### src/hw/rtl/mmo_pkg.sv
`timescale 1ns / 1ps
package mmo_pkg;

   localparam int SAMPLE_W = 18;
   localparam int DATA_W = ((SAMPLE_W + 7) / 8) * 8;
   localparam int LIMIT_W = 17;
   localparam int BAND_W = 8;
   localparam int FRACTION_BITS = 4;
   localparam int DEFAULT_WINDOW_LENGTH = 8;

   localparam int LIMIT_MAX = (1 << LIMIT_W) - 1;
   localparam int BAND_MAX = (1 << BAND_W) - 1;
   localparam int CLAMP_SCALED = 2500 << FRACTION_BITS;
   localparam int THRESHOLD_SCALED = 100 << FRACTION_BITS;
   localparam int LARGE_SCALED = 5000 << FRACTION_BITS;
   localparam int BAND_SCALED = 1 << FRACTION_BITS;

   localparam logic [LIMIT_W-1:0] CLAMP_RESET =
      LIMIT_W'((CLAMP_SCALED > LIMIT_MAX) ? LIMIT_MAX : CLAMP_SCALED);
   localparam logic [LIMIT_W-1:0] THRESHOLD_RESET =
      LIMIT_W'((THRESHOLD_SCALED > LIMIT_MAX) ? LIMIT_MAX : THRESHOLD_SCALED);
   localparam logic [LIMIT_W-1:0] LARGE_RESET =
      LIMIT_W'((LARGE_SCALED > LIMIT_MAX) ? LIMIT_MAX : LARGE_SCALED);
   localparam logic [BAND_W-1:0] BAND_RESET =
      BAND_W'((BAND_SCALED > BAND_MAX) ? BAND_MAX : BAND_SCALED);

   // register indexes
   localparam int REG_IDX_W = 2;
   localparam logic [REG_IDX_W-1:0] REG_CLAMP = 2'd0;
   localparam logic [REG_IDX_W-1:0] REG_THRESHOLD = 2'd1;
   localparam logic [REG_IDX_W-1:0] REG_LARGE = 2'd2;
   localparam logic [REG_IDX_W-1:0] REG_BAND = 2'd3;

   // shared unit operations
   localparam int ALU_OP_W = 3;
   localparam logic [ALU_OP_W-1:0] ALU_RANK = 3'd0;
   localparam logic [ALU_OP_W-1:0] ALU_ACC = 3'd1;
   localparam logic [ALU_OP_W-1:0] ALU_DEV = 3'd2;
   localparam logic [ALU_OP_W-1:0] ALU_ABS = 3'd3;
   localparam logic [ALU_OP_W-1:0] ALU_NEG = 3'd5;

   typedef struct packed {
      logic push;
      logic rotate;
      logic overwrite;
   } win_ctl_type;

endpackage

### src/hw/rtl/median_mean_outlier_speed_filter.sv
`timescale 1ns / 1ps
// Two-stage speed filter: each request is clamped to +/- clamp_limit, passes a
// windowed median/mean stage and then a median outlier stage, and gives one
// response. One request is in work at a time; req_tready is high only while
// idle, and a finished response waits in the output register. The rank
// compares, the window sum and the deviation share the single add/compare unit:
// the median rank search compares every window entry against every other one
// cycle at a time, and the window sum is built one entry a cycle; the mean then
// takes one constant reciprocal multiply.
module median_mean_outlier_speed_filter #(
   parameter int WINDOW_LENGTH = mmo_pkg::DEFAULT_WINDOW_LENGTH
) (
   input  logic                              clock,
   input  logic                              reset,
   input  logic                              req_tvalid,
   output logic                              req_tready,
   input  logic [mmo_pkg::DATA_W-1:0]        req_tdata,  // raw_speed
   output logic                              rsp_tvalid,
   input  logic                              rsp_tready,
   output logic [mmo_pkg::DATA_W-1:0]        rsp_tdata,  // filtered_speed
   output logic [1:0]                        rsp_tuser,  // outlier_fixed, startup_seen
   input  logic                              csr_wen,
   input  logic [mmo_pkg::REG_IDX_W-1:0]     csr_index,
   input  logic [mmo_pkg::LIMIT_W-1:0]       csr_wdata
);
   import mmo_pkg::*;

   localparam int IDX_W = $clog2(WINDOW_LENGTH);
   localparam int CNT_W = $clog2(WINDOW_LENGTH + 1);
   localparam int ACC_W = SAMPLE_W + $clog2(WINDOW_LENGTH);
   localparam int AW = ACC_W + 1;
   localparam int MED_RANK = WINDOW_LENGTH / 2;
   localparam int STARTUP_MIN = WINDOW_LENGTH - 2;
   localparam int RECIP_SHIFT = ACC_W + $clog2(WINDOW_LENGTH);
   localparam int PROD_W = RECIP_SHIFT + ACC_W;
   localparam longint RECIP_FULL = ((longint'(1) << RECIP_SHIFT) +
      longint'(WINDOW_LENGTH) - longint'(1)) / longint'(WINDOW_LENGTH);
   localparam logic [AW-1:0] RECIP = AW'(RECIP_FULL);

   localparam logic [3:0] S_IDLE  = 4'd0;
   localparam logic [3:0] S_PUSH  = 4'd1;
   localparam logic [3:0] S_CAND  = 4'd2;
   localparam logic [3:0] S_SCAN  = 4'd3;
   localparam logic [3:0] S_NEXT  = 4'd4;
   localparam logic [3:0] S_JUDGE = 4'd5;
   localparam logic [3:0] S_SUM   = 4'd6;
   localparam logic [3:0] S_ABS   = 4'd7;
   localparam logic [3:0] S_DIV   = 4'd8;
   localparam logic [3:0] S_SIGN  = 4'd9;
   localparam logic [3:0] S_OUT   = 4'd10;

   logic [LIMIT_W-1:0] clamp_ff, thr_ff, large_ff;
   logic [BAND_W-1:0] band_ff;

   logic [3:0] state_ff, state_in;
   logic stage_ff, stage_in;
   logic signed [SAMPLE_W-1:0] in_ff, in_in, cand_ff, cand_in, med_ff, med_in;
   logic [CNT_W-1:0] lt_ff, lt_in, le_ff, le_in, zero_ff, zero_in;
   logic [IDX_W-1:0] pass_ff, pass_in, step_ff, step_in;
   logic signed [ACC_W-1:0] acc_ff, acc_in;
   logic [ACC_W-1:0] quo_ff, quo_in;
   logic neg_ff, neg_in, start_ff, start_in, fixed_ff, fixed_in;
   logic rsp_tvalid_ff, rsp_tvalid_in;
   logic signed [SAMPLE_W-1:0] rsp_data_ff, rsp_data_in;
   logic rsp_start_ff, rsp_start_in, rsp_fixed_ff, rsp_fixed_in;
   logic [PROD_W-1:0] mean_prod;

   win_ctl_type ctl1, ctl2;
   logic do_push, do_rot, do_ovr;
   logic signed [SAMPLE_W-1:0] ovr_val, win1_din, tap1, tap2, tap;
   logic w1_fill_hi, w2_fill_hi, fill_hi;

   logic [ALU_OP_W-1:0] alu_op;
   logic signed [AW-1:0] alu_sum;
   logic alu_neg, alu_zero;

   logic signed [SAMPLE_W:0] raw_wide, lim_wide, lim_neg, tap_wide, band_wide, band_neg;
   logic signed [SAMPLE_W:0] samp_wide, large_wide;
   logic signed [SAMPLE_W-1:0] clamped;
   logic signed [AW-1:0] thr_wide, thr_neg;
   logic near_zero, large_hi, dev_hi, startup;

   // clamp of the incoming request
   always_comb begin
      raw_wide = $signed({req_tdata[SAMPLE_W-1], req_tdata[SAMPLE_W-1:0]});
      lim_wide = $signed({{(SAMPLE_W + 1 - LIMIT_W){1'b0}}, clamp_ff});
      lim_neg = -lim_wide;
      if (raw_wide > lim_wide) begin
         clamped = lim_wide[SAMPLE_W-1:0];
      end else if (raw_wide < lim_neg) begin
         clamped = lim_neg[SAMPLE_W-1:0];
      end else begin
         clamped = raw_wide[SAMPLE_W-1:0];
      end
   end

   assign tap = stage_ff ? tap2 : tap1;
   assign fill_hi = stage_ff ? w2_fill_hi : w1_fill_hi;

   assign tap_wide = $signed({tap[SAMPLE_W-1], tap});
   assign band_wide = $signed({{(SAMPLE_W + 1 - BAND_W){1'b0}}, band_ff});
   assign band_neg = -band_wide;
   assign near_zero = (tap_wide < band_wide) && (tap_wide > band_neg);

   assign samp_wide = $signed({in_ff[SAMPLE_W-1], in_ff});
   assign large_wide = $signed({{(SAMPLE_W + 1 - LIMIT_W){1'b0}}, large_ff});
   assign large_hi = samp_wide > large_wide;

   assign thr_wide = $signed({{(AW - LIMIT_W){1'b0}}, thr_ff});
   assign thr_neg = -thr_wide;
   assign dev_hi = (alu_sum > thr_wide) || (alu_sum < thr_neg);

   assign alu_neg = alu_sum[AW-1];
   assign alu_zero = (alu_sum == '0);
   assign startup = (zero_ff > CNT_W'(STARTUP_MIN));

   // mean magnitude by constant reciprocal
   assign mean_prod = PROD_W'(quo_ff) * PROD_W'(RECIP);

   mmo_alu #(
      .WINDOW_LENGTH(WINDOW_LENGTH)
   ) u_alu (
      .op    (alu_op),
      .tap   (tap),
      .cand  (cand_ff),
      .samp  (in_ff),
      .med   (med_ff),
      .acc   (acc_ff),
      .quo   (quo_ff),
      .result(alu_sum)
   );

   // sequencer
   always_comb begin
      state_in = state_ff;
      stage_in = stage_ff;
      in_in = in_ff;
      cand_in = cand_ff;
      med_in = med_ff;
      lt_in = lt_ff;
      le_in = le_ff;
      zero_in = zero_ff;
      pass_in = pass_ff;
      step_in = step_ff;
      acc_in = acc_ff;
      quo_in = quo_ff;
      neg_in = neg_ff;
      start_in = start_ff;
      fixed_in = fixed_ff;
      rsp_tvalid_in = rsp_tvalid_ff && !rsp_tready;
      rsp_data_in = rsp_data_ff;
      rsp_start_in = rsp_start_ff;
      rsp_fixed_in = rsp_fixed_ff;
      do_push = 1'b0;
      do_rot = 1'b0;
      do_ovr = 1'b0;
      ovr_val = '0;
      alu_op = ALU_RANK;
      unique case (state_ff)
         S_IDLE: begin
            if (req_tvalid) begin
               in_in = clamped;
               stage_in = 1'b0;
               start_in = 1'b0;
               fixed_in = 1'b0;
               state_in = S_PUSH;
            end
         end
         S_PUSH: begin
            do_push = 1'b1;
            pass_in = '0;
            if (fill_hi) begin
               state_in = S_CAND;
            end else if (stage_ff) begin
               state_in = S_OUT;
            end else begin
               stage_in = 1'b1;
            end
         end
         S_CAND: begin
            cand_in = tap;
            lt_in = '0;
            le_in = '0;
            step_in = '0;
            if (pass_ff == '0) begin
               zero_in = '0;
            end
            state_in = S_SCAN;
         end
         S_SCAN: begin
            alu_op = ALU_RANK;
            do_rot = 1'b1;
            lt_in = lt_ff + CNT_W'(alu_neg);
            le_in = le_ff + CNT_W'(alu_neg || alu_zero);
            if (pass_ff == '0) begin
               zero_in = zero_ff + CNT_W'(near_zero);
            end
            step_in = step_ff + 1'b1;
            if (step_ff == IDX_W'(WINDOW_LENGTH - 1)) begin
               state_in = S_NEXT;
            end
         end
         S_NEXT: begin
            if (lt_ff <= CNT_W'(MED_RANK) && le_ff > CNT_W'(MED_RANK)) begin
               med_in = cand_ff;
            end
            do_rot = 1'b1;
            pass_in = pass_ff + 1'b1;
            if (pass_ff == IDX_W'(WINDOW_LENGTH - 1)) begin
               state_in = S_JUDGE;
            end else begin
               state_in = S_CAND;
            end
         end
         S_JUDGE: begin
            alu_op = ALU_DEV;
            if (!stage_ff) begin
               start_in = startup;
               if (!startup && large_hi) begin
                  do_ovr = 1'b1;
                  fixed_in = 1'b1;
               end else if (!startup && dev_hi) begin
                  do_ovr = 1'b1;
                  ovr_val = med_ff;
                  fixed_in = 1'b1;
               end
               acc_in = '0;
               step_in = '0;
               state_in = S_SUM;
            end else begin
               if (!startup && dev_hi) begin
                  in_in = med_ff;
                  fixed_in = 1'b1;
               end
               state_in = S_OUT;
            end
         end
         S_SUM: begin
            alu_op = ALU_ACC;
            do_rot = 1'b1;
            acc_in = alu_sum[ACC_W-1:0];
            step_in = step_ff + 1'b1;
            if (step_ff == IDX_W'(WINDOW_LENGTH - 1)) begin
               state_in = S_ABS;
            end
         end
         S_ABS: begin
            alu_op = ALU_ABS;
            neg_in = acc_ff[ACC_W-1];
            quo_in = acc_ff[ACC_W-1] ? alu_sum[ACC_W-1:0] : acc_ff[ACC_W-1:0];
            state_in = S_DIV;
         end
         S_DIV: begin
            quo_in = mean_prod[RECIP_SHIFT +: ACC_W];
            state_in = S_SIGN;
         end
         S_SIGN: begin
            alu_op = ALU_NEG;
            in_in = neg_ff ? alu_sum[SAMPLE_W-1:0] : quo_ff[SAMPLE_W-1:0];
            stage_in = 1'b1;
            state_in = S_PUSH;
         end
         S_OUT: begin
            if (!rsp_tvalid_ff || rsp_tready) begin
               rsp_tvalid_in = 1'b1;
               rsp_data_in = in_ff;
               rsp_start_in = start_ff;
               rsp_fixed_in = fixed_ff;
               state_in = S_IDLE;
            end
         end
         default: begin
            state_in = S_IDLE;
         end
      endcase
   end

   always_comb begin
      ctl1.push = do_push && !stage_ff;
      ctl1.rotate = do_rot && !stage_ff;
      ctl1.overwrite = do_ovr;
      ctl2.push = do_push && stage_ff;
      ctl2.rotate = do_rot && stage_ff;
      ctl2.overwrite = 1'b0;
   end

   assign win1_din = do_push ? in_ff : ovr_val;

   mmo_window #(
      .WINDOW_LENGTH(WINDOW_LENGTH)
   ) u_first (
      .clock  (clock),
      .reset  (reset),
      .ctl    (ctl1),
      .din    (win1_din),
      .tap0   (tap1),
      .fill_hi(w1_fill_hi)
   );

   mmo_window #(
      .WINDOW_LENGTH(WINDOW_LENGTH)
   ) u_second (
      .clock  (clock),
      .reset  (reset),
      .ctl    (ctl2),
      .din    (in_ff),
      .tap0   (tap2),
      .fill_hi(w2_fill_hi)
   );

   always_ff @(posedge clock) begin
      if (reset) begin
         clamp_ff <= CLAMP_RESET;
         thr_ff <= THRESHOLD_RESET;
         large_ff <= LARGE_RESET;
         band_ff <= BAND_RESET;
      end else if (csr_wen) begin
         unique case (csr_index)
            REG_CLAMP: clamp_ff <= csr_wdata;
            REG_THRESHOLD: thr_ff <= csr_wdata;
            REG_LARGE: large_ff <= csr_wdata;
            REG_BAND: band_ff <= csr_wdata[BAND_W-1:0];
         endcase
      end
   end

   always_ff @(posedge clock) begin
      if (reset) begin
         state_ff <= S_IDLE;
         rsp_tvalid_ff <= 1'b0;
      end else begin
         state_ff <= state_in;
         rsp_tvalid_ff <= rsp_tvalid_in;
      end
   end

   always_ff @(posedge clock) begin
      stage_ff <= stage_in;
      in_ff <= in_in;
      cand_ff <= cand_in;
      med_ff <= med_in;
      lt_ff <= lt_in;
      le_ff <= le_in;
      zero_ff <= zero_in;
      pass_ff <= pass_in;
      step_ff <= step_in;
      acc_ff <= acc_in;
      quo_ff <= quo_in;
      neg_ff <= neg_in;
      start_ff <= start_in;
      fixed_ff <= fixed_in;
      rsp_data_ff <= rsp_data_in;
      rsp_start_ff <= rsp_start_in;
      rsp_fixed_ff <= rsp_fixed_in;
   end

   assign req_tready = (state_ff == S_IDLE);
   assign rsp_tvalid = rsp_tvalid_ff;
   assign rsp_tdata = {{(DATA_W - SAMPLE_W){1'b0}}, rsp_data_ff};
   assign rsp_tuser = {rsp_fixed_ff, rsp_start_ff};

   a_rank_order: assert property (@(posedge clock) disable iff (reset)
      (state_ff == S_NEXT) |-> (lt_ff <= le_ff))
      else $error("rank counts out of order");

   a_mean_stage_one: assert property (@(posedge clock) disable iff (reset)
      (state_ff == S_SUM || state_ff == S_ABS || state_ff == S_DIV ||
       state_ff == S_SIGN) |-> !stage_ff)
      else $error("mean pass in second stage");

   a_out_held: assert property (@(posedge clock) disable iff (reset)
      (state_ff == S_OUT && rsp_tvalid_ff && !rsp_tready) |=> (state_ff == S_OUT))
      else $error("response overwritten while stalled");

   a_startup_full: assert property (@(posedge clock) disable iff (reset)
      (state_ff == S_OUT && start_ff) |-> w1_fill_hi)
      else $error("start-up flagged with first window not full");

   a_accept_start: assert property (@(posedge clock) disable iff (reset)
      (state_ff == S_IDLE && req_tvalid) |=> (state_ff == S_PUSH && !stage_ff))
      else $error("request not started in first stage");

endmodule

### src/hw/rtl/mmo_window.sv
`timescale 1ns / 1ps
module mmo_window #(
   parameter int WINDOW_LENGTH = mmo_pkg::DEFAULT_WINDOW_LENGTH
) (
   input  logic                                 clock,
   input  logic                                 reset,
   input  mmo_pkg::win_ctl_type                 ctl,
   input  logic signed [mmo_pkg::SAMPLE_W-1:0]  din,
   output logic signed [mmo_pkg::SAMPLE_W-1:0]  tap0,
   output logic                                 fill_hi
);
   import mmo_pkg::*;

   localparam int FILL_W = $clog2(WINDOW_LENGTH + 1);

   logic signed [SAMPLE_W-1:0] taps_ff [WINDOW_LENGTH];
   logic signed [SAMPLE_W-1:0] taps_in [WINDOW_LENGTH];
   logic [FILL_W-1:0] fill_ff, fill_in;

   // oldest entry at tap zero, newest at the top; rotation walks the ring
   always_comb begin
      for (int i = 0; i < WINDOW_LENGTH; i++) begin
         taps_in[i] = taps_ff[i];
      end
      if (ctl.push || ctl.rotate) begin
         for (int i = 0; i < WINDOW_LENGTH - 1; i++) begin
            taps_in[i] = taps_ff[i+1];
         end
         taps_in[WINDOW_LENGTH-1] = ctl.push ? din : taps_ff[0];
      end else if (ctl.overwrite) begin
         taps_in[WINDOW_LENGTH-1] = din;
      end
   end

   always_comb begin
      fill_in = fill_ff;
      if (ctl.push && fill_ff != FILL_W'(WINDOW_LENGTH)) begin
         fill_in = fill_ff + 1'b1;
      end
   end

   assign tap0 = taps_ff[0];
   assign fill_hi = (fill_ff >= FILL_W'(WINDOW_LENGTH - 1));

   always_ff @(posedge clock) begin
      if (reset) begin
         fill_ff <= '0;
      end else begin
         fill_ff <= fill_in;
      end
   end

   always_ff @(posedge clock) begin
      for (int i = 0; i < WINDOW_LENGTH; i++) begin
         taps_ff[i] <= taps_in[i];
      end
   end

endmodule

### src/hw/rtl/mmo_alu.sv
`timescale 1ns / 1ps
module mmo_alu #(
   parameter int WINDOW_LENGTH = mmo_pkg::DEFAULT_WINDOW_LENGTH
) (
   input  logic [mmo_pkg::ALU_OP_W-1:0]                                 op,
   input  logic signed [mmo_pkg::SAMPLE_W-1:0]                          tap,
   input  logic signed [mmo_pkg::SAMPLE_W-1:0]                          cand,
   input  logic signed [mmo_pkg::SAMPLE_W-1:0]                          samp,
   input  logic signed [mmo_pkg::SAMPLE_W-1:0]                          med,
   input  logic signed [mmo_pkg::SAMPLE_W+$clog2(WINDOW_LENGTH)-1:0]    acc,
   input  logic [mmo_pkg::SAMPLE_W+$clog2(WINDOW_LENGTH)-1:0]           quo,
   output logic signed [mmo_pkg::SAMPLE_W+$clog2(WINDOW_LENGTH):0]      result
);
   import mmo_pkg::*;

   localparam int ACC_W = SAMPLE_W + $clog2(WINDOW_LENGTH);
   localparam int AW = ACC_W + 1;

   logic signed [AW-1:0] opa, opb;
   logic sub;

   always_comb begin
      opa = '0;
      opb = '0;
      sub = 1'b1;
      unique case (op)
         ALU_RANK: begin
            opa = AW'(tap);
            opb = AW'(cand);
         end
         ALU_ACC: begin
            opa = AW'(acc);
            opb = AW'(tap);
            sub = 1'b0;
         end
         ALU_DEV: begin
            opa = AW'(samp);
            opb = AW'(med);
         end
         ALU_ABS: begin
            opb = AW'(acc);
         end
         ALU_NEG: begin
            opb = $signed({1'b0, quo});
         end
         default: begin
            sub = 1'b0;
         end
      endcase
   end

   // one adder for every operation
   assign result = opa + (sub ? ~opb : opb) + AW'(sub);

endmodule

### config.mk
export PLATFORM = sky130hd
export DESIGN_NAME = median_mean_outlier_speed_filter
export DESIGN_NICKNAME = d
export VERILOG_FILES = /design/src/hw/rtl/mmo_pkg.sv /design/src/hw/rtl/median_mean_outlier_speed_filter.sv /design/src/hw/rtl/mmo_window.sv /design/src/hw/rtl/mmo_alu.sv
export SDC_FILE = /design/constraint.sdc
export NUM_CORES = 1
export LEC_CHECK = 0
export ABC_CLOCK_PERIOD_IN_PS = 21000
export CAP_MARGIN = 20
export CORE_ASPECT_RATIO = 0.9
export CORE_MARGIN = 1
export CORE_UTILIZATION = 65
export CTS_BUF_LIST = sky130_fd_sc_hd__clkbuf_16
export DETAILED_ROUTE_END_ITERATION = 8
export DONT_BUFFER_PORTS = 1
export PLACE_DENSITY = 0.92
export SLEW_MARGIN = 25
export SYNTH_ARGS = -nofsm -noshare
export SYNTH_HDL_FRONTEND = slang
export SYNTH_SLANG_ARGS = --single-unit
### constraint.sdc
create_clock -name clock -period 21 [get_ports clock]
set_clock_uncertainty 0.1 [all_clocks]
set_input_delay 6.3 -clock clock [delete_from_list [all_inputs] [get_ports clock]]
set_output_delay 6.3 -clock clock [all_outputs]
set_load 0.01 [all_outputs]
==> results of run 1 <==
-- worst min-delay path by stage --
stage,end,slack (ns),from
after global placement,u_first.taps_ff[1][53],0.30,u_first.taps_ff[1][71]
after CTS,u_first.taps_ff[0][30],0.32,u_first.taps_ff[0][48]
after detailed placement,u_first.taps_ff[0][26],0.30,u_first.taps_ff[0][44]
final,u_second.taps_ff[0][37],0.31,u_second.taps_ff[0][55]
after floorplan,rsp_start_ff,0.30,start_ff
after global routing,u_second.taps_ff[0][53],0.32,u_second.taps_ff[0][71]
-- worst register-to-register path, stage by stage, from the launching register on --
cell,delay (ns)
dfxtp_1,0.98
and4bb_2,0.88
a211oi_2,0.11
buf_4,0.27
a222oi_1,0.38
a21oi_1,0.12
a31o_2,0.23
ha_1,0.40
nand4_1,0.14
a2111oi_2,0.37
o2111ai_1,0.35
a31oi_1,0.57
nor2_1,0.19
o21bai_1,0.18
a21oi_1,0.09
xnor2_1,0.57
ha_1,0.38
nand3_1,0.10
or2_2,0.13
a211oi_1,0.05
o22a_1,0.24
a41oi_2,0.23
buf_4,0.35
nor3_1,0.12
a21oi_1,0.19
buf_4,0.32
-- state kept, by name, summed over array words and instances, names as in the netlist, 4 cells and up --
| signal | count |
|---|---|
| u_first.taps_ff | 144 |
| zero_ff | 4 |
| clamp_ff | 17 |
| rsp_data_ff | 18 |
| cand_ff | 18 |
| in_ff | 18 |
| u_second.taps_ff | 144 |
| le_ff | 4 |
| large_ff | 17 |
| state_ff | 4 |
| thr_ff | 17 |
| u_first.fill_ff | 4 |
| med_ff | 18 |
| u_second.fill_ff | 4 |
| band_ff | 8 |
| lt_ff | 4 |
| acc_ff | 21 |
| quo_ff | 21 |
-- power by group through the flow --
stage | logic [mW] | clock network [mW] | registers [mW]
floorplan | 1.07 | 0 | 1.51
global placement | 1.46 | 0 | 1.55
detailed placement | 1.54 | 0 | 1.57
CTS | 1.56 | 0.884 | 1.55
global route | 1.73 | 0.918 | 1.57
finish | 1.61 | 0.882 | 1.56
-- routing by layer --
metal	up-vias	track usage (%)	routed length, µm
met4	0	11.76	2340
li1	7637	-	-
met3	169	4.657	6320
met1	8256	47.16	25880
met5	-	0	0
met2	1074	51.46	28190
-- final cells by class --
cell class | instances | share of cell area [%]
clock inverters | 40 | 1.531
well taps | 476 | 2.257
inverters | 110 | 1.564
flip-flops and latches | 498 | 53.93
repair buffers | 28 | 0.8107
multi-input cells | 1361 | 35.45
clock buffers | 47 | 4.456
-- synth_stat cells, types with 10 or more instances --
| cell type | count | share of area (%) |
|---|---|---|
| xor2_1 | 20 | 0.72 |
| xnor2_1 | 48 | 1.7 |
| nor3_1 | 22 | 0.45 |
| edfxtp_1 | 426 | 53 |
| nand3_1 | 46 | 0.95 |
| buf_4 | 10 | 0.31 |
| mux2i_1 | 63 | 2.6 |
| a21o_1 | 46 | 1.4 |
| a21oi_1 | 136 | 2.8 |
| a41oi_1 | 21 | 0.76 |
| a22oi_1 | 33 | 1.0 |
| and3_1 | 12 | 0.31 |
| inv_1 | 109 | 1.7 |
| ha_1 | 151 | 7.8 |
| nor4_1 | 14 | 0.36 |
| dfxtp_1 | 72 | 5.9 |
| nand2_1 | 208 | 3.2 |
| o211ai_1 | 10 | 0.31 |
| nand3b_1 | 11 | 0.34 |
| and2_1 | 23 | 0.59 |
| nand4_1 | 30 | 0.77 |
| o21ai_0 | 102 | 2.1 |
| clkbuf_1 | 72 | 1.1 |
| nor2_1 | 137 | 2.1 |
| buf_1 | 10 | 0.15 |
| mux2_2 | 23 | 1.1 |
| o21ai_1 | 20 | 0.41 |
| o21a_1 | 23 | 0.71 |
| nor2b_1 | 18 | 0.46 |
-- kinds of logic after synthesis --
logic type      Yosys count
compound gates          488
xor+xnor                 68
other cells               1
buf+inv                 213
flops                   498
mux                      87
fa+ha+maj               155
simple gates            557
-- through the flow --
step	util [%]	hold slack, ns	area [µm²]
finish	72.31	0.3131	26390
global route	72.31	0.3210	26390
CTS	72.28	0.3157	26380
detailed placement	67.95	0.3045	24800
global placement	67.93	0.3002	24800
floorplan	-	0.3003	24370
==> impl_metrics.toml, run 1 <==
[status]
status = "complete, no violations"

[clock_tree]
cts_sinks = 498
hold_buffers = 0
cts_resized = 0
cts_max_path_buffers = 3
clk_pin_slew_ns = 0.06
htreeDepth = 2
clk_latency_ns = 0.58
cts_tree = "built"
cts_root_buf = "clkbuf_16"
post-cts-setup-buffers = 0
cts_buffers = 47

[critical_path]
r2r-start = "state_ff[0]"
crit_start = "req_tdata[13]"
cp.required_ns = 21.18
cp.arrival_ns = 9.06
reg2reg_to = "u_first.taps_ff[1][70]"
crit_cells = 9
cpMostUsedCell = "o21ai_0"
critPathMaxStageDelay_ns = 0.64
cp_num_buf_inv = 0
r2r_setup_slack_ns = 12.61
path_cells = "ha_1, a21o_1, a211oi_1, nor2b_1, o31ai_1, o21a_1, o21ai_0, o21ai_0, o221ai_1"
cp_top_family = "compound AO/OA/AOI/OAI gates"
cp_slowest_cell = "o31ai_1"
crit_path_end = "in_ff[16]"
reg2regPathDepth = 25
critPathCaptureType = "register"
path_class = "in2reg"
critical_path_peak_fanout = 13
cp-start-kind = "input port"

[power_and_ir_drop]
p_total_mw = 4.049
seq_power_share_pct = 38.4
clockPowerShare_pct = 21.8
vdd_drop_max_v = 0.0001245
leakage_nw = 9.682
p_int_mw = 2.433
swShare_pct = 39.92
p_per_area_nw_per_um2 = 153.4
pwr-share-comb_pct = 39.8
power_switching_mw = 1.616

[placement]
place_congestion = 1.023
post-place-ws_ns = 11.65
dp_cells = 2473
dpl.hpwl_um = 43760
port_buffers = 0

[layout]
fin_cells = 2560
multi_input_area_um2 = 9355
drive_above_1_share_pct = 7.869
syn2layout_area_growth_pct = 8.375
register_area_um2 = 14230
layout_common_cells = "edfxtp_1 (426), nand2_1 (207), ha_1 (151)"
nets = 2246
layout_commonest_cell = "edfxtp_1"
fillers = 2349
antennaDiodeCount = 0

[sta]
slew_viol_final = 0
setup_ws_ns = 12.13
finalSetupTns_ns = 0
hold_viol_final = 0
tightest_slew_ns = 1.130
timing.slew.headroom_pct = 24.14
period_share_pct = 42.26
max_freq_mhz = 112.7
finalSetupViolations = 0
rsz0062_at_grt = "false"
post-route-min-period_ns = 8.875

[route]
via_per_inst = 6.694
routed-via-count = 17140
routedWlPerCell_um = 24.50
routed_wl_um = 62720
firstDrtPassIters = 6
drc_errors = 0
ant_nets = 0
drtIter0Drc = 2183

[global_routing]
grt_antenna_before_repair = 0
grt_max_degree = 92
grt_overflow_total = 0
grt_pass1_wl_um = 93880
grt_pass1_vias = 15870
track_usage_pct = 32.92

[synthesis]
ys_warn_count = 0
ys_seq_area_share_pct = 58.45
ys_types = 83
synth_top_family_by_area = "compound AO/OA/AOI/OAI gates"
yosys.area_share.simple_pct = 10.73
synth-xor-area-share_pct = 2.446
netlist_area_um2 = 24350
synth_edf_count = 426
synthAdderAreaFrac_pct = 7.969
ys_seq_elements = 498
avgSynthCellArea_um2 = 11.78
synth_compound_area_share_pct = 13.08
syn-instance-count = 2067
synthArstFlopShare_pct = 0
ys.flop_type = "edfxtp_1"
synthMuxAreaShare_pct = 3.746

[floorplanning]
die_h_um = 185.6
rows = 66
core_area_um2 = 36500
chipWidth_um = 206.0
ios = 76
die_area_um2 = 38240
initial_core_util_pct = 66.72

[run]
maxCapViolations = 0

[hold_path]
min_path_type = "reg2reg"
worstHoldPathCells = 0
(Power assumes the default switching activity.)
==> inputs of run 2 (changes only) <==
--- a/config.mk
+++ b/config.mk
@@ -5,15 +5,15 @@
 export SDC_FILE = /design/constraint.sdc
 export NUM_CORES = 1
 export LEC_CHECK = 0
-export ABC_CLOCK_PERIOD_IN_PS = 21000
+export ABC_CLOCK_PERIOD_IN_PS = 9160
 export CAP_MARGIN = 20
 export CORE_ASPECT_RATIO = 0.9
 export CORE_MARGIN = 1
-export CORE_UTILIZATION = 65
+export CORE_UTILIZATION = 64
 export CTS_BUF_LIST = sky130_fd_sc_hd__clkbuf_16
 export DETAILED_ROUTE_END_ITERATION = 8
 export DONT_BUFFER_PORTS = 1
-export PLACE_DENSITY = 0.92
+export PLACE_DENSITY = 0.91
 export SLEW_MARGIN = 25
 export SYNTH_ARGS = -nofsm -noshare
 export SYNTH_HDL_FRONTEND = slang
==> constraint.sdc (replaced) <==
create_clock -name clock -period 9.16 [get_ports clock]
set_clock_uncertainty 0.1 [all_clocks]
set_input_delay 2.748 -clock clock [delete_from_list [all_inputs] [get_ports clock]]
set_output_delay 2.748 -clock clock [all_outputs]
set_load 0.01 [all_outputs]
==> run 2 against run 1 <==
  * Largest power group unchanged
  * The run now ends with DRC left
  * Clock-buffer cell count up 1
  * Worst setup slack worse by 12 ns
  * Highest routed layer is now met5
  * Non-clock buffer count up 15
  * Register-to-register slack worse by 12 ns
  * Global-route usage down 0.11 points
  * Sequential share of layout area down 0.25 points
==> impl_metrics.toml, run 2 (same netlist as run 1, synthesis figures left out) <==
[critical_path]
cp.required_ns = 9.29
critical_path_peak_fanout = 21
cp_slowest_cell = "nand3b_1"
path_cells = "nor2b_1, nand3b_1, o211a_1, fa_1, a211oi_1, o21bai_1, a21oi_1, o21ai_0, a311oi_1, o21ai_0, a21o_1, xor2_1, buf_4, ha_1, nand4_1, o31ai_1, maj3_1, a21o_1, o2111ai_1, o211ai_1, a21oi_1, buf_4"
cp.arrival_ns = 8.74
critPathMaxStageDelay_ns = 0.82
critPathCaptureType = "register"
path_class = "reg2reg"
cp-start-kind = "register"

[route]
routedWlPerCell_um = 24.85
ant_nets = 0
routed-via-count = 17220
routed_wl_um = 64150
via_per_inst = 6.670
drtIter0Drc = 2403
drc_errors = 5
firstDrtPassIters = 9

[layout]
layout_commonest_cell = "edfxtp_1"
layout_common_cells = "edfxtp_1 (426), nand2_1 (206), ha_1 (151)"
antennaDiodeCount = 0
fin_cells = 2582
syn2layout_area_growth_pct = 8.889
drive_above_1_share_pct = 8.290
fillers = 2463
reg.largest.list = "u_first.taps_ff (144), u_second.taps_ff (144)"
nets = 2261
final_util_pct = 70.92

[global_routing]
grt_max_degree = 98
grt_pass1_vias = 16700
grt_pass1_wl_um = 96880
grt_antenna_before_repair = 1
track_usage_pct = 32.81
grt_overflow_total = 0

[sta]
rsz0062_at_grt = "false"
timing.slew.headroom_pct = 28.62
slew_viol_final = 0
hold_viol_final = 0
tightest_slew_ns = 1.071
finalSetupViolations = 0
period_share_pct = 93.99
max_freq_mhz = 116.2
post-route-min-period_ns = 8.609
finalSetupTns_ns = 0

[placement]
place_congestion = 0.9716
port_buffers = 0
dpl.hpwl_um = 45450
dp_cells = 2495

[floorplanning]
core_area_um2 = 37390
die_area_um2 = 38840
chipWidth_um = 207.6
rows = 67
initial_core_util_pct = 65.13
ios = 76
die_h_um = 187.1

[power_and_ir_drop]
pwr-share-comb_pct = 41.2
leakage_nw = 9.803
p_per_area_nw_per_um2 = 356.0
swShare_pct = 39.88
p_total_mw = 9.439
clockPowerShare_pct = 21.0
seq_power_share_pct = 37.7
vdd_drop_max_v = 0.0002485
p_int_mw = 5.675
power_switching_mw = 3.764

[clock_tree]
post-cts-setup-buffers = 0
cts_max_path_buffers = 3
cts_root_buf = "clkbuf_16"
clk_pin_slew_ns = 0.07
htreeDepth = 2
cts_sinks = 498
hold_buffers = 0
cts_resized = 0
cts_tree = "built"
cts_buffers = 47
clk_latency_ns = 0.59

[hold_path]
min_path_type = "reg2reg"

[status]
violations = "DRC"
status = "complete, but fails checks"

[run]
maxCapViolations = 0
run 2: path summary, 6_finish.rpt:
path / from / end / slack, ns / cells after the start
hold reg to reg: u_first.taps_ff[1][13] / u_first.taps_ff[0][67] / 0.31 / 0
setup reg to reg: state_ff[2] / u_first.taps_ff[1][63] / 0.55 / 22
setup / recovery: state_ff[2] / u_first.taps_ff[1][63] / 0.55 / 22
hold / removal: u_first.taps_ff[1][13] / u_first.taps_ff[0][67] / 0.31 / 0
run 2: worst max-delay path: cells and delay by family, from the launching register on:
family	cells	cell delay [ns]
buffers and inverters	2	0.60
adder cells (fa/ha/maj)	3	1.10
XOR/XNOR	1	0.48
AO/OA/AOI/OAI	13	3.43
AND/OR/NAND/NOR	3	1.77
flip-flops	1	0.78
run 2: area by class of cell:
| cell class | instances | area [µm²] | share of cell area (%) |
|---|---|---|---|
| Sequential cell | 498 | 14230 | 53.68 |
| Multi-Input combinational cell | 1361 | 9371 | 35.34 |
| Clock buffer | 48 | 1201 | 4.530 |
| Tap cell | 483 | 604.3 | 2.279 |
| Inverter | 110 | 412.9 | 1.557 |
| Clock inverter | 39 | 366.6 | 1.383 |
| Timing Repair Buffer | 43 | 326.6 | 1.232 |
run 2: through the flow:
stage                     worst slack, ns  instance area [µm²]  hold slack, ns
final                              0.5507                26520          0.3105
after global routing               0.3623                26520          0.3060
after CTS                          0.8900                26510          0.3081
after detailed placement           0.9622                24940          0.3045
after global placement              1.231                24930          0.3001
after floorplan                     1.822                24380          0.3003
run 2: power groups by stage:
stage | logic (mW) | registers (mW) | clock network [mW]
finish | 3.89 | 3.56 | 1.99
global route | 4.18 | 3.58 | 2.08
CTS | 3.77 | 3.55 | 2.00
detailed placement | 3.72 | 3.58 | 0
global placement | 3.55 | 3.55 | 0
floorplan | 2.46 | 3.44 | 0
run 2: metal layers:
layer  part of all wire (%)  vias to the layer above  track usage (%)
met5                  0.017                        -                0
met4                    4.7                        2            15.13
met3                     11                      183            6.850
met2                     45                     1088            50.34
met1                     40                     8283            45.26
li1                       -                     7666                -
